**config.mk**
```make
export PLATFORM = sky130hd
export DESIGN_NAME = route_request_retry_table_core
export DESIGN_NICKNAME = d
export VERILOG_FILES = /design/src/design/rrt_pkg.sv /design/src/design/route_request_retry_table_core.sv /design/src/design/rrt_csr.sv /design/src/design/rrt_table_mem.sv /design/src/design/rrt_out.sv /design/src/design/rrt_seq.sv
export VERILOG_INCLUDE_DIRS = /design/src /design/src/design
export SDC_FILE = /design/constraint.sdc
export NUM_CORES = 2
export LEC_CHECK = 0
export BUFFER_PORTS_ARGS = -buffer_cell sky130_fd_sc_hd__buf_2
export CORE_MARGIN = 5
export CORE_UTILIZATION = 56
export CTS_BUF_LIST = sky130_fd_sc_hd__clkbuf_16
export DETAILED_ROUTE_END_ITERATION = 16
export PLACE_DENSITY = 0.81
export SLEW_MARGIN = 10
export SYNTH_ARGS = -nofsm -noshare
export SYNTH_HDL_FRONTEND = slang
export SYNTH_HIERARCHICAL = 1
export SYNTH_SLANG_ARGS = --single-unit
```
**constraint.sdc**
```tcl
create_clock -name clock -period 10.85 [get_ports clock]
set_input_delay 0 -clock clock [delete_from_list [all_inputs] [get_ports clock]]
set_output_delay 0 -clock clock [all_outputs]
set_load 0.005 [all_outputs]
```
**src/design/route_request_retry_table_core_assert.svh**
```systemverilog
// Assertion macros for the route request retry table core.
// Depends on nothing; included by the top level only.
`ifndef ROUTE_REQUEST_RETRY_TABLE_CORE_ASSERT_SVH
`define ROUTE_REQUEST_RETRY_TABLE_CORE_ASSERT_SVH

// Same-cycle implication, disabled while reset is high.
`define RRT_ASSERT_IMPL(label, clk, rst, ante, cons) \
   label: assert property (@(posedge clk) disable iff (rst) (ante) |-> (cons)) \
      else $error("rrt assertion failed");

// Next-cycle implication, disabled while reset is high.
`define RRT_ASSERT_NEXT(label, clk, rst, ante, cons) \
   label: assert property (@(posedge clk) disable iff (rst) (ante) |=> (cons)) \
      else $error("rrt assertion failed");

`endif

```
**src/design/rrt_pkg.sv**
```systemverilog
// Shared types and codes of the route request retry table.
// No dependencies; used by every module of the block but the entry store.
`timescale 1ns / 1ps
`default_nettype none

package rrt_pkg;

   // Input functions
   localparam logic [1:0] FUNC_START  = 2'd0;
   localparam logic [1:0] FUNC_CANCEL = 2'd1;
   localparam logic [1:0] FUNC_TICK   = 2'd2;

   // Result kinds
   localparam logic [2:0] KIND_SEND      = 3'd0;
   localparam logic [2:0] KIND_GAVE_UP   = 3'd1;
   localparam logic [2:0] KIND_RUNNING   = 3'd2;
   localparam logic [2:0] KIND_FULL      = 3'd3;
   localparam logic [2:0] KIND_CANCELLED = 3'd4;
   localparam logic [2:0] KIND_NOT_FOUND = 3'd5;

   // Register indexes
   localparam int unsigned CSR_IDX_BITS  = 4;
   localparam int unsigned CSR_DATA_BITS = 24;
   localparam logic [CSR_IDX_BITS-1:0] CSR_REQUEST_PERIOD     = 4'd0;
   localparam logic [CSR_IDX_BITS-1:0] CSR_MAX_REQUEST_PERIOD = 4'd1;
   localparam logic [CSR_IDX_BITS-1:0] CSR_MAX_RETRANSMITS    = 4'd2;
   localparam logic [CSR_IDX_BITS-1:0] CSR_START_TTL          = 4'd3;

   // Register reset values
   localparam logic [23:0] RST_REQUEST_PERIOD     = 24'd500;
   localparam logic [23:0] RST_MAX_REQUEST_PERIOD = 24'd10000;
   localparam logic [7:0]  RST_MAX_RETRANSMITS    = 8'd16;
   localparam logic [7:0]  RST_START_TTL          = 8'd10;

   // Hop limit saturation and result count per item
   localparam logic [7:0] TTL_CAP = 8'd255;
   localparam int unsigned MAX_RESULTS = 16;
   localparam int unsigned RES_BITS = 5;

   typedef struct packed {
      logic [1:0]  func;
      logic [31:0] target_addr;
   } req_type;

   typedef struct packed {
      logic [2:0]  kind;
      logic [31:0] dest_addr;
      logic [7:0]  hop_limit;
      logic        last;
   } rsp_type;

   typedef struct packed {
      logic [23:0] request_period;
      logic [23:0] max_request_period;
      logic [7:0]  max_retransmits;
      logic [7:0]  start_ttl;
   } cfg_type;

   // Result word from the sequencer to the output stage; fin closes the item
   typedef struct packed {
      logic        push;
      logic        fin;
      logic [2:0]  kind;
      logic [31:0] addr;
      logic [7:0]  hop;
   } out_cmd_type;

endpackage

`default_nettype wire

```
**src/design/route_request_retry_table_core.sv**
```systemverilog
// Route request retry table: up to TABLE_ENTRIES targets under discovery,
// each with hop limit, backoff timeout, countdown and retry count.
//
// Channels: req (func, target_addr) in, rsp (kind, dest_addr, hop_limit,
// last) out, both valid/ready; csr writes one register per accepted word.
// Each item walks the entry store once, one entry per cycle while rsp is not
// stalled, through the single read port, so req_ready stays low from an
// accepted start, cancel or tick until the item is done: a new item enters
// only after the last one is through. An unused func is taken and dropped
// while idle. A start or cancel gives one word, at the end of the walk; a tick
// gives one word per expired entry, in index order, at most 16, and none if
// nothing expired. The final word of an item has last. One result word is
// held back until the next one or the end of the item is known, so each word
// leaves with the push of the next word or at the close of its item, not
// with the entry that caused it.
// A stalled rsp stalls the walk at the entry that wants to emit; no word is
// lost. req_ready is high only between items.
// Reset clears the valid bits and the registers to their defaults; the
// entry store itself needs no clearing, as entries are used only while valid.
`timescale 1ns / 1ps
`default_nettype none

`include "route_request_retry_table_core_assert.svh"

module route_request_retry_table_core #(
   parameter int unsigned TABLE_ENTRIES = 16,
   parameter int unsigned TIMER_BITS    = 24
) (
   input  wire logic                              clock,
   input  wire logic                              reset,
   input  wire logic                              req_valid,
   output logic                                   req_ready,
   input  wire rrt_pkg::req_type                  req_word,
   output logic                                   rsp_valid,
   input  wire logic                              rsp_ready,
   output rrt_pkg::rsp_type                       rsp_word,
   input  wire logic                              csr_valid,
   output logic                                   csr_ready,
   input  wire logic [rrt_pkg::CSR_IDX_BITS-1:0]  csr_index,
   input  wire logic [rrt_pkg::CSR_DATA_BITS-1:0] csr_data
);

   localparam int unsigned IDX_BITS   = (TABLE_ENTRIES > 1) ? $clog2(TABLE_ENTRIES) : 1;
   localparam int unsigned ENTRY_BITS = 48 + 2 * TIMER_BITS;

   rrt_pkg::cfg_type      cfg;
   rrt_pkg::out_cmd_type  cmd;
   logic                  cmd_ready;
   logic                  pend_valid;
   logic                  mem_wr_en, mem_rd_en;
   logic [IDX_BITS-1:0]   mem_wr_idx, mem_rd_idx;
   logic [ENTRY_BITS-1:0] mem_wr_data, mem_rd_data;
   logic                  req_take_known;
   logic                  rsp_not_send;

   rrt_csr u_csr (
      .clock     (clock),
      .reset     (reset),
      .csr_valid (csr_valid),
      .csr_ready (csr_ready),
      .csr_index (csr_index),
      .csr_data  (csr_data),
      .cfg       (cfg)
   );

   rrt_table_mem #(
      .DEPTH     (TABLE_ENTRIES),
      .IDX_BITS  (IDX_BITS),
      .DATA_BITS (ENTRY_BITS)
   ) u_mem (
      .clock   (clock),
      .wr_en   (mem_wr_en),
      .wr_idx  (mem_wr_idx),
      .wr_data (mem_wr_data),
      .rd_en   (mem_rd_en),
      .rd_idx  (mem_rd_idx),
      .rd_data (mem_rd_data)
   );

   rrt_seq #(
      .TABLE_ENTRIES (TABLE_ENTRIES),
      .TIMER_BITS    (TIMER_BITS),
      .IDX_BITS      (IDX_BITS),
      .ENTRY_BITS    (ENTRY_BITS)
   ) u_seq (
      .clock       (clock),
      .reset       (reset),
      .cfg         (cfg),
      .req_valid   (req_valid),
      .req_ready   (req_ready),
      .req_word    (req_word),
      .cmd         (cmd),
      .cmd_ready   (cmd_ready),
      .mem_wr_en   (mem_wr_en),
      .mem_wr_idx  (mem_wr_idx),
      .mem_wr_data (mem_wr_data),
      .mem_rd_en   (mem_rd_en),
      .mem_rd_idx  (mem_rd_idx),
      .mem_rd_data (mem_rd_data)
   );

   rrt_out u_out (
      .clock      (clock),
      .reset      (reset),
      .cmd        (cmd),
      .cmd_ready  (cmd_ready),
      .pend_valid (pend_valid),
      .rsp_valid  (rsp_valid),
      .rsp_ready  (rsp_ready),
      .rsp_word   (rsp_word)
   );

   // Terms used by the checks below
   assign req_take_known = req_valid && req_ready &&
                           (req_word.func inside {rrt_pkg::FUNC_START, rrt_pkg::FUNC_CANCEL,
                                                  rrt_pkg::FUNC_TICK});
   assign rsp_not_send   = rsp_valid && (rsp_word.kind != rrt_pkg::KIND_SEND);

   // An accepted start, cancel or tick keeps the block busy for the next cycle
   `RRT_ASSERT_NEXT(a_busy_after_accept, clock, reset, req_take_known, !req_ready)
   // No word of the previous item is still held back when a new one can enter
   `RRT_ASSERT_IMPL(a_flushed_when_idle, clock, reset, req_ready, !pend_valid)
   // Only send words carry a hop limit
   `RRT_ASSERT_IMPL(a_hop_only_on_send, clock, reset, rsp_not_send, rsp_word.hop_limit == 8'd0)

endmodule

`default_nettype wire

```
**src/design/rrt_csr.sv**
```systemverilog
// Configuration registers of the route request retry table.
// Depends on rrt_pkg.
`timescale 1ns / 1ps
`default_nettype none

module rrt_csr (
   input  wire logic                              clock,
   input  wire logic                              reset,
   input  wire logic                              csr_valid,
   output logic                                   csr_ready,
   input  wire logic [rrt_pkg::CSR_IDX_BITS-1:0]  csr_index,
   input  wire logic [rrt_pkg::CSR_DATA_BITS-1:0] csr_data,
   output rrt_pkg::cfg_type                       cfg
);

   rrt_pkg::cfg_type cfg_ff, cfg_in;

   assign csr_ready = 1'b1;
   assign cfg       = cfg_ff;

   // Register write decode; unknown indexes are dropped
   always_comb begin
      cfg_in = cfg_ff;
      if (csr_valid) begin
         case (csr_index)
            rrt_pkg::CSR_REQUEST_PERIOD:     cfg_in.request_period     = csr_data[23:0];
            rrt_pkg::CSR_MAX_REQUEST_PERIOD: cfg_in.max_request_period = csr_data[23:0];
            rrt_pkg::CSR_MAX_RETRANSMITS:    cfg_in.max_retransmits    = csr_data[7:0];
            rrt_pkg::CSR_START_TTL:          cfg_in.start_ttl          = csr_data[7:0];
            default: cfg_in = cfg_ff;
         endcase
      end
   end

   always_ff @(posedge clock) begin
      if (reset) begin
         cfg_ff.request_period     <= rrt_pkg::RST_REQUEST_PERIOD;
         cfg_ff.max_request_period <= rrt_pkg::RST_MAX_REQUEST_PERIOD;
         cfg_ff.max_retransmits    <= rrt_pkg::RST_MAX_RETRANSMITS;
         cfg_ff.start_ttl          <= rrt_pkg::RST_START_TTL;
      end else begin
         cfg_ff <= cfg_in;
      end
   end

endmodule

`default_nettype wire

```
**src/design/rrt_table_mem.sv**
```systemverilog
// Entry store of the route request retry table: one write, one read port.
// Read data is registered and holds while no read is issued.
`timescale 1ns / 1ps
`default_nettype none

module rrt_table_mem #(
   parameter int unsigned DEPTH     = 16,
   parameter int unsigned IDX_BITS  = 4,
   parameter int unsigned DATA_BITS = 96
) (
   input  wire logic                 clock,
   input  wire logic                 wr_en,
   input  wire logic [IDX_BITS-1:0]  wr_idx,
   input  wire logic [DATA_BITS-1:0] wr_data,
   input  wire logic                 rd_en,
   input  wire logic [IDX_BITS-1:0]  rd_idx,
   output logic      [DATA_BITS-1:0] rd_data
);

   logic [DATA_BITS-1:0] table_ff [DEPTH];
   logic [DATA_BITS-1:0] rd_data_ff;

   assign rd_data = rd_data_ff;

   // Write port
   always_ff @(posedge clock) begin
      if (wr_en) begin
         table_ff[wr_idx] <= wr_data;
      end
   end

   // Registered read port
   always_ff @(posedge clock) begin
      if (rd_en) begin
         rd_data_ff <= table_ff[rd_idx];
      end
   end

endmodule

`default_nettype wire

```
**src/design/rrt_out.sv**
```systemverilog
// Output stage: holds one result word back until the next one or the end of
// the item is known, so that the final word carries last. Depends on rrt_pkg.
`timescale 1ns / 1ps
`default_nettype none

module rrt_out (
   input  wire logic                 clock,
   input  wire logic                 reset,
   input  wire rrt_pkg::out_cmd_type cmd,
   output logic                      cmd_ready,
   output logic                      pend_valid,
   output logic                      rsp_valid,
   input  wire logic                 rsp_ready,
   output rrt_pkg::rsp_type          rsp_word
);

   logic             rsp_valid_ff, rsp_valid_in;
   rrt_pkg::rsp_type rsp_ff, rsp_in;
   logic             pend_valid_ff, pend_valid_in;
   rrt_pkg::rsp_type pend_ff, pend_in;
   logic             rsp_free;

   assign rsp_free   = !rsp_valid_ff || rsp_ready;
   assign cmd_ready  = !pend_valid_ff || rsp_free;
   assign pend_valid = pend_valid_ff;
   assign rsp_valid  = rsp_valid_ff;
   assign rsp_word   = rsp_ff;

   // A new word pushes the held one out; the end of item flushes it with last
   always_comb begin
      rsp_valid_in  = rsp_valid_ff && !rsp_ready;
      rsp_in        = rsp_ff;
      pend_valid_in = pend_valid_ff;
      pend_in       = pend_ff;
      if (cmd.push && cmd_ready) begin
         if (pend_valid_ff) begin
            rsp_valid_in = 1'b1;
            rsp_in       = pend_ff;
            rsp_in.last  = 1'b0;
         end
         pend_valid_in     = 1'b1;
         pend_in.kind      = cmd.kind;
         pend_in.dest_addr = cmd.addr;
         pend_in.hop_limit = cmd.hop;
         pend_in.last      = 1'b0;
      end else if (cmd.fin && cmd_ready && pend_valid_ff) begin
         rsp_valid_in  = 1'b1;
         rsp_in        = pend_ff;
         rsp_in.last   = 1'b1;
         pend_valid_in = 1'b0;
      end
   end

   always_ff @(posedge clock) begin
      if (reset) begin
         rsp_valid_ff  <= 1'b0;
         pend_valid_ff <= 1'b0;
      end else begin
         rsp_valid_ff  <= rsp_valid_in;
         pend_valid_ff <= pend_valid_in;
      end
   end

   always_ff @(posedge clock) begin
      rsp_ff  <= rsp_in;
      pend_ff <= pend_in;
   end

endmodule

`default_nettype wire

```
**src/design/rrt_seq.sv**
```systemverilog
// Sequencer of the route request retry table: walks the store once per item,
// reads one entry a cycle unless stalled, writes back on ticks. Uses rrt_pkg.
`timescale 1ns / 1ps
`default_nettype none

module rrt_seq #(
   parameter int unsigned TABLE_ENTRIES = 16,
   parameter int unsigned TIMER_BITS    = 24,
   parameter int unsigned IDX_BITS      = 4,
   parameter int unsigned ENTRY_BITS    = 96
) (
   input  wire logic                  clock,
   input  wire logic                  reset,
   input  wire rrt_pkg::cfg_type      cfg,
   input  wire logic                  req_valid,
   output logic                       req_ready,
   input  wire rrt_pkg::req_type      req_word,
   output rrt_pkg::out_cmd_type       cmd,
   input  wire logic                  cmd_ready,
   output logic                       mem_wr_en,
   output logic [IDX_BITS-1:0]        mem_wr_idx,
   output logic [ENTRY_BITS-1:0]      mem_wr_data,
   output logic                       mem_rd_en,
   output logic [IDX_BITS-1:0]        mem_rd_idx,
   input  wire logic [ENTRY_BITS-1:0] mem_rd_data
);

   localparam int unsigned CNT_BITS = $clog2(TABLE_ENTRIES + 1);
   localparam int unsigned CW = (TIMER_BITS + 1 > 24) ? TIMER_BITS + 1 : 24;
   localparam logic [TIMER_BITS-1:0] TIMER_ONE = {{(TIMER_BITS-1){1'b0}}, 1'b1};

   typedef struct packed {
      logic [31:0]           addr;
      logic [7:0]            ttl;
      logic [TIMER_BITS-1:0] timeout;
      logic [TIMER_BITS-1:0] remaining;
      logic [7:0]            retries;
   } entry_type;

   typedef enum logic [3:0] {
      ST_IDLE   = 4'b0001,
      ST_WALK   = 4'b0010,
      ST_FINISH = 4'b0100,
      ST_CLOSE  = 4'b1000
   } state_type;

   state_type                      state_ff, state_in;
   logic [1:0]                     func_ff, func_in;
   logic [31:0]                    addr_ff, addr_in;
   logic [CNT_BITS-1:0]            rd_cnt_ff, rd_cnt_in;
   logic                           ev_valid_ff, ev_valid_in;
   logic [IDX_BITS-1:0]            ev_idx_ff, ev_idx_in;
   logic                           found_ff, found_in;
   logic [IDX_BITS-1:0]            found_idx_ff, found_idx_in;
   logic                           free_ff, free_in;
   logic [IDX_BITS-1:0]            free_idx_ff, free_idx_in;
   logic [rrt_pkg::RES_BITS-1:0]   res_cnt_ff, res_cnt_in;
   logic [TABLE_ENTRIES-1:0]       entry_valid_ff, entry_valid_in;

   entry_type             ent, wr_ent, new_ent;
   logic                  ev_live, expire, give_up, report, advance;
   logic [CW-1:0]         dbl_w, cap_w, mask_w, lim_w, rp_w;
   logic [TIMER_BITS-1:0] next_timeout, init_timeout;
   logic [7:0]            next_ttl;
   logic                  walk_done;

   assign ent         = entry_type'(mem_rd_data);
   assign mem_wr_data = ENTRY_BITS'(wr_ent);
   assign req_ready   = (state_ff == ST_IDLE);

   // Backoff arithmetic: doubled timeout capped by register and timer width
   assign dbl_w        = CW'({ent.timeout, 1'b0});
   assign cap_w        = CW'(cfg.max_request_period);
   assign mask_w       = CW'({TIMER_BITS{1'b1}});
   assign lim_w        = (cap_w < mask_w) ? cap_w : mask_w;
   assign next_timeout = (dbl_w > lim_w) ? lim_w[TIMER_BITS-1:0] : dbl_w[TIMER_BITS-1:0];
   assign next_ttl     = ent.ttl[7] ? rrt_pkg::TTL_CAP : {ent.ttl[6:0], 1'b0};
   assign rp_w         = CW'(cfg.request_period);
   assign init_timeout = rp_w[TIMER_BITS-1:0];

   // Evaluation of the entry whose read data is present
   assign ev_live   = ev_valid_ff && entry_valid_ff[ev_idx_ff];
   assign expire    = ev_live && (func_ff == rrt_pkg::FUNC_TICK) && !(ent.remaining > TIMER_ONE);
   assign give_up   = expire && (ent.retries >= cfg.max_retransmits);
   assign report    = expire && (res_cnt_ff < rrt_pkg::RES_BITS'(rrt_pkg::MAX_RESULTS));
   assign advance   = !report || cmd_ready;
   assign walk_done = (rd_cnt_ff == CNT_BITS'(TABLE_ENTRIES)) && !ev_valid_ff;

   // Entry written for a new start
   always_comb begin
      new_ent.addr      = addr_ff;
      new_ent.ttl       = cfg.start_ttl;
      new_ent.timeout   = init_timeout;
      new_ent.remaining = init_timeout;
      new_ent.retries   = 8'd0;
   end

   // Main sequencer
   always_comb begin
      state_in       = state_ff;
      func_in        = func_ff;
      addr_in        = addr_ff;
      rd_cnt_in      = rd_cnt_ff;
      ev_valid_in    = ev_valid_ff;
      ev_idx_in      = ev_idx_ff;
      found_in       = found_ff;
      found_idx_in   = found_idx_ff;
      free_in        = free_ff;
      free_idx_in    = free_idx_ff;
      res_cnt_in     = res_cnt_ff;
      entry_valid_in = entry_valid_ff;
      cmd            = '0;
      mem_wr_en      = 1'b0;
      mem_wr_idx     = ev_idx_ff;
      wr_ent         = ent;
      mem_rd_en      = 1'b0;
      mem_rd_idx     = rd_cnt_ff[IDX_BITS-1:0];

      case (state_ff)
         ST_IDLE: begin
            if (req_valid) begin
               func_in    = req_word.func;
               addr_in    = req_word.target_addr;
               rd_cnt_in  = '0;
               ev_valid_in = 1'b0;
               found_in   = 1'b0;
               free_in    = 1'b0;
               res_cnt_in = '0;
               if ((req_word.func == rrt_pkg::FUNC_START) ||
                   (req_word.func == rrt_pkg::FUNC_CANCEL) ||
                   (req_word.func == rrt_pkg::FUNC_TICK)) begin
                  state_in = ST_WALK;
               end
            end
         end

         ST_WALK: begin
            cmd.push = report;
            cmd.kind = give_up ? rrt_pkg::KIND_GAVE_UP : rrt_pkg::KIND_SEND;
            cmd.addr = ent.addr;
            cmd.hop  = give_up ? 8'd0 : next_ttl;
            if (advance) begin
               // issue the next read while the current entry is evaluated
               if (rd_cnt_ff != CNT_BITS'(TABLE_ENTRIES)) begin
                  mem_rd_en   = 1'b1;
                  ev_valid_in = 1'b1;
                  ev_idx_in   = rd_cnt_ff[IDX_BITS-1:0];
                  rd_cnt_in   = rd_cnt_ff + 1'b1;
               end else begin
                  ev_valid_in = 1'b0;
               end
               if (report) begin
                  res_cnt_in = res_cnt_ff + 1'b1;
               end
               // search results for start and cancel
               if (ev_live && (ent.addr == addr_ff) && !found_ff) begin
                  found_in     = 1'b1;
                  found_idx_in = ev_idx_ff;
               end
               if (ev_valid_ff && !entry_valid_ff[ev_idx_ff] && !free_ff) begin
                  free_in     = 1'b1;
                  free_idx_in = ev_idx_ff;
               end
               // countdown and backoff write-back
               if (ev_live && (func_ff == rrt_pkg::FUNC_TICK)) begin
                  if (!expire) begin
                     mem_wr_en        = 1'b1;
                     wr_ent.remaining = ent.remaining - TIMER_ONE;
                  end else if (give_up) begin
                     entry_valid_in[ev_idx_ff] = 1'b0;
                  end else begin
                     mem_wr_en        = 1'b1;
                     wr_ent.ttl       = next_ttl;
                     wr_ent.timeout   = next_timeout;
                     wr_ent.remaining = next_timeout;
                     wr_ent.retries   = ent.retries + 8'd1;
                  end
               end
            end
            if (walk_done) begin
               state_in = ST_FINISH;
            end
         end

         ST_FINISH: begin
            cmd.addr = addr_ff;
            if (func_ff == rrt_pkg::FUNC_START) begin
               cmd.push = 1'b1;
               if (found_ff) begin
                  cmd.kind = rrt_pkg::KIND_RUNNING;
               end else if (free_ff) begin
                  cmd.kind = rrt_pkg::KIND_SEND;
                  cmd.hop  = cfg.start_ttl;
               end else begin
                  cmd.kind = rrt_pkg::KIND_FULL;
               end
               if (cmd_ready) begin
                  if (!found_ff && free_ff) begin
                     mem_wr_en   = 1'b1;
                     mem_wr_idx  = free_idx_ff;
                     wr_ent      = new_ent;
                     entry_valid_in[free_idx_ff] = 1'b1;
                  end
                  state_in = ST_CLOSE;
               end
            end else if (func_ff == rrt_pkg::FUNC_CANCEL) begin
               cmd.push = 1'b1;
               cmd.kind = found_ff ? rrt_pkg::KIND_CANCELLED : rrt_pkg::KIND_NOT_FOUND;
               if (cmd_ready) begin
                  if (found_ff) begin
                     entry_valid_in[found_idx_ff] = 1'b0;
                  end
                  state_in = ST_CLOSE;
               end
            end else begin
               state_in = ST_CLOSE;
            end
         end

         ST_CLOSE: begin
            cmd.fin = 1'b1;
            if (cmd_ready) begin
               state_in = ST_IDLE;
            end
         end

         default: begin
            state_in = ST_IDLE;
         end
      endcase
   end

   always_ff @(posedge clock) begin
      if (reset) begin
         state_ff       <= ST_IDLE;
         ev_valid_ff    <= 1'b0;
         entry_valid_ff <= '0;
         rd_cnt_ff      <= '0;
         res_cnt_ff     <= '0;
         found_ff       <= 1'b0;
         free_ff        <= 1'b0;
      end else begin
         state_ff       <= state_in;
         ev_valid_ff    <= ev_valid_in;
         entry_valid_ff <= entry_valid_in;
         rd_cnt_ff      <= rd_cnt_in;
         res_cnt_ff     <= res_cnt_in;
         found_ff       <= found_in;
         free_ff        <= free_in;
      end
   end

   always_ff @(posedge clock) begin
      func_ff      <= func_in;
      addr_ff      <= addr_in;
      ev_idx_ff    <= ev_idx_in;
      found_idx_ff <= found_idx_in;
      free_idx_ff  <= free_idx_in;
   end

endmodule

`default_nettype wire
```
==> impl_metrics.toml <==
[synthesis]
synth_edf_count = 1765
synth_fp_nets = 3963
async_reset_ff_share_pct = 0
synth.distinct_cells = 81
syn_area_um2 = 73600
syn_avg_cell_area_um2 = 19.1
synth_seq_cells = 1864
yosys_warnings = 6
yosysSeqAreaShare_pct = 74.7
synthFlopType = "edfxtp_1"
synthCells = 3859

[clocking]
clk_path_buf_depth = 3
cts_tree = "built"
cts_buffers = 177
cts.sinks = 1864
clk_pin_slew_ns = 0.06
clockRootBuffer = "clkbuf_16"
clk_latency_ns = 0.82
htreeDepth = 4

[timing]
fin_crit_ns = 5.62
fin_skew_ns = 0.0540
drv_slew = 0
tns_ns = 0
setup_viol = 0
fmax_ghz = 0.178
hold_viol = 0
tightest_slew_ns = 1.32
worst_slack_ns = 5.23
timing.hold.ws_ns = 0.0726
post-route-period-util_pct = 51.8
slew_headroom_pct = 11.5
rsz0062_at_grt = "false"

[grt]
grt_pass1_wl_mm = 277
overflow = 0
antenna_found_initial = 4
grt_max_degree = 135
grt_pass1_vias = 41200
track_usage_pct = 26.9

[route]
firstDrtPassIters = 6
wire_per_inst_um = 31.3
drtIter0Drc = 6188
dr_total_vias = 40400
vias_per_cell = 6.70
route.detailed.drc = 0
detail-route-antenna-nets = 0
wirelength_mm = 189

[place]
gp_congestion = 0.916
port_buffers = 112
dp_slack_ns = 5.41
dp_hpwl_mm = 98.0
dpl.cell_count = 5595
placed_area_um2 = 76100

[run]
maxCapViolations = 0

[layout]
fillers = 8577
drive_above_1_share_pct = 21.0
final_core_util_pct = 63.2
layout.nets = 4235
seqCellArea_um2 = 55000
stdcell_area_um2 = 82900
syn_to_final_growth_pct = 12.5
multi_input_area_um2 = 17500
finalNonFillerCells = 6037

[critical_path]
r2r-end = "u_mem/table_ff[15][79]"
critPathArrivalTime_ns = 6.02
cp_max_fo = 54
cp_num_cells = 10
cp-startpoint = "u_seq/state_ff[2]"
crit_type = "reg2reg"
reg2reg_from = "u_seq/state_ff[2]"
cp_num_buf_inv = 3
start_kind = "flop"
crit_end = "u_mem/table_ff[15][79]"
crit_chain = "nor4b_2, buf_4, and3_1, and2_4, nand2_1, nand2_1, nand2_1, nor2_4, buf_4, buf_4"
critPathMaxStageDelay_ns = 0.91
crit_slowest_cell = "buf_4"
critical_path.endpoint_type = "flop"
cp_top_family = "simple AND/OR/NAND/NOR gates"
reg2reg_depth = 10
worstPathRequired_ns = 11.25
reg2reg_slack_ns = 5.23

[pwr]
ir_worst_vdd_uv = 226
power_density_nw_per_um2 = 184
power.total_mw = 15.2
leakage_nw = 26.4

[die]
rows = 133
fp.dieW_um = 373
die_y_um = 373
initial_core_util_pct = 56.2
die-area_um2 = 139000
coreArea_um2 = 131000
ios = 114

[hold_path]
hold_path_class = "in2reg"

[status]
status = "finished, final reports clean"
[worst reg2reg max path, stage by stage, from the launching register on]
cell,delay [ns]
dfxtp_1,0.42
nor4b_2,0.23
buf_4,0.53
and3_1,0.78
and2_4,0.72
nand2_1,0.13
nand2_1,0.26
nand2_1,0.31
nor2_4,0.17
buf_4,0.65
buf_4,0.93
[cell usage in the layout, fill, tap and decap left out, types with 48 or more instances in the layout]
cell and n:
a22oi_1 214, buf_2 111, buf_4 90, clkbuf_16 182, clkinv_1 48, dfxtp_1 97, dlygate4sd3_1 106, edfxtp_1 1765
inv_1 89, mux2i_1 95, mux4_2 385, nand2_1 314, nand2b_1 81, nor2_1 93
[registers in the layout, indices dropped and copies added, names as in the netlist, 2 cells and up]
register and count:
u_mem/table_ff 1536, u_mem/rd_data 96, u_csr/cfg 64, u_out/rsp_word 44, u_out/pend_ff 43, u_seq/addr_ff 32
u_seq/entry_valid_ff 16, u_seq/rd_cnt_ff 5, u_seq/res_cnt_ff 5, u_seq/ev_idx_ff 4, u_seq/found_idx_ff 4, u_seq/free_idx_ff 4
u_seq/state_ff 4, u_seq/func_ff 2
[cell families (layout without fill, tap and decap cells)]
family,after synthesis,in the layout,share of synthesized area (%)
AOI/OAI and AO/OA,461,461,4.54
DFF,1864,1864,74.7
buffers and inverters,268,690,1.82
other,1,2,0.00509
adders and majority gates,37,37,0.629
muxes,491,491,13.3
and+or+nand+nor,699,699,4.57
xor gates and xnor gates,38,38,0.452
[cell usage after synthesis (43+ instances only)]
library cell | instances | area share (%)
edfxtp_1 | 1765 | 72
a22oi_1 | 214 | 2.2
nand3_1 | 43 | 0.29
mux4_2 | 385 | 12
o21ai_0 | 45 | 0.31
dfxtp_1 | 99 | 2.7
nor2_1 | 107 | 0.55
a22o_1 | 45 | 0.54
a21oi_1 | 45 | 0.31
inv_1 | 48 | 0.24
clkbuf_1 | 107 | 0.55
nand2b_1 | 81 | 0.69
mux2i_1 | 95 | 1.3
nand2_1 | 315 | 1.6
[metal layers]
layer / part of all wire (%) / vias to the layer above / wire [um] / global-route usage [%]
li1: - / 16200 / - / -
met1: 36 / 20700 / 68000 / 36.3
met2: 49 / 2909 / 92100 / 43.8
met3: 11 / 539 / 20800 / 5.71
met4: 4.4 / 2 / 8370 / 10.7
met5: 0.0069 / - / 13 / 0
[area by class of cell]
| cell class | count | area share, % |
|---|---|---|
| Antenna cell | 1 | 0.00302 |
| Clock buffer | 182 | 5.50 |
| Clock inverter | 147 | 1.25 |
| Inverter | 48 | 0.217 |
| Multi-Input combinational cell | 1727 | 21.1 |
| Sequential cell | 1864 | 66.4 |
| Tap cell | 1755 | 2.65 |
| Timing Repair Buffer | 313 | 2.91 |
[how the worst min path moves through the flow]
| stage | start | end | slack (ns) | cells past startpoint |
|---|---|---|---|---|
| floorplan | reset | u_out/pend_valid | 0.07 | 1 |
| global placement | req_word[9] | u_seq/addr_ff[9] | 0.18 | 1 |
| detailed placement | req_word[19] | u_seq/addr_ff[19] | 0.18 | 1 |
| CTS | req_word[33] | u_seq/func_ff[1] | 0.002 | 2 |
| global route | csr_data[13] | u_csr/cfg[53] | 0.07 | 4 |
| finish | csr_data[9] | u_csr/cfg[49] | 0.07 | 4 |
[timing repair]
item	4_1_cts	5_1_grt
gates resized for setup	0	0
hold endpoints to repair	122	0
buffers inserted	0	0
hold buffers	106	0
[where the power goes]
group	total, mW	leakage [nW]	switching (mW)	internal, mW
Sequential	8.19	16.7	0.113	8.07
Combinational	1.05	6.81	0.648	0.403
Clock	5.99	2.90	2.66	3.33
(Power assumes the default switching activity.)
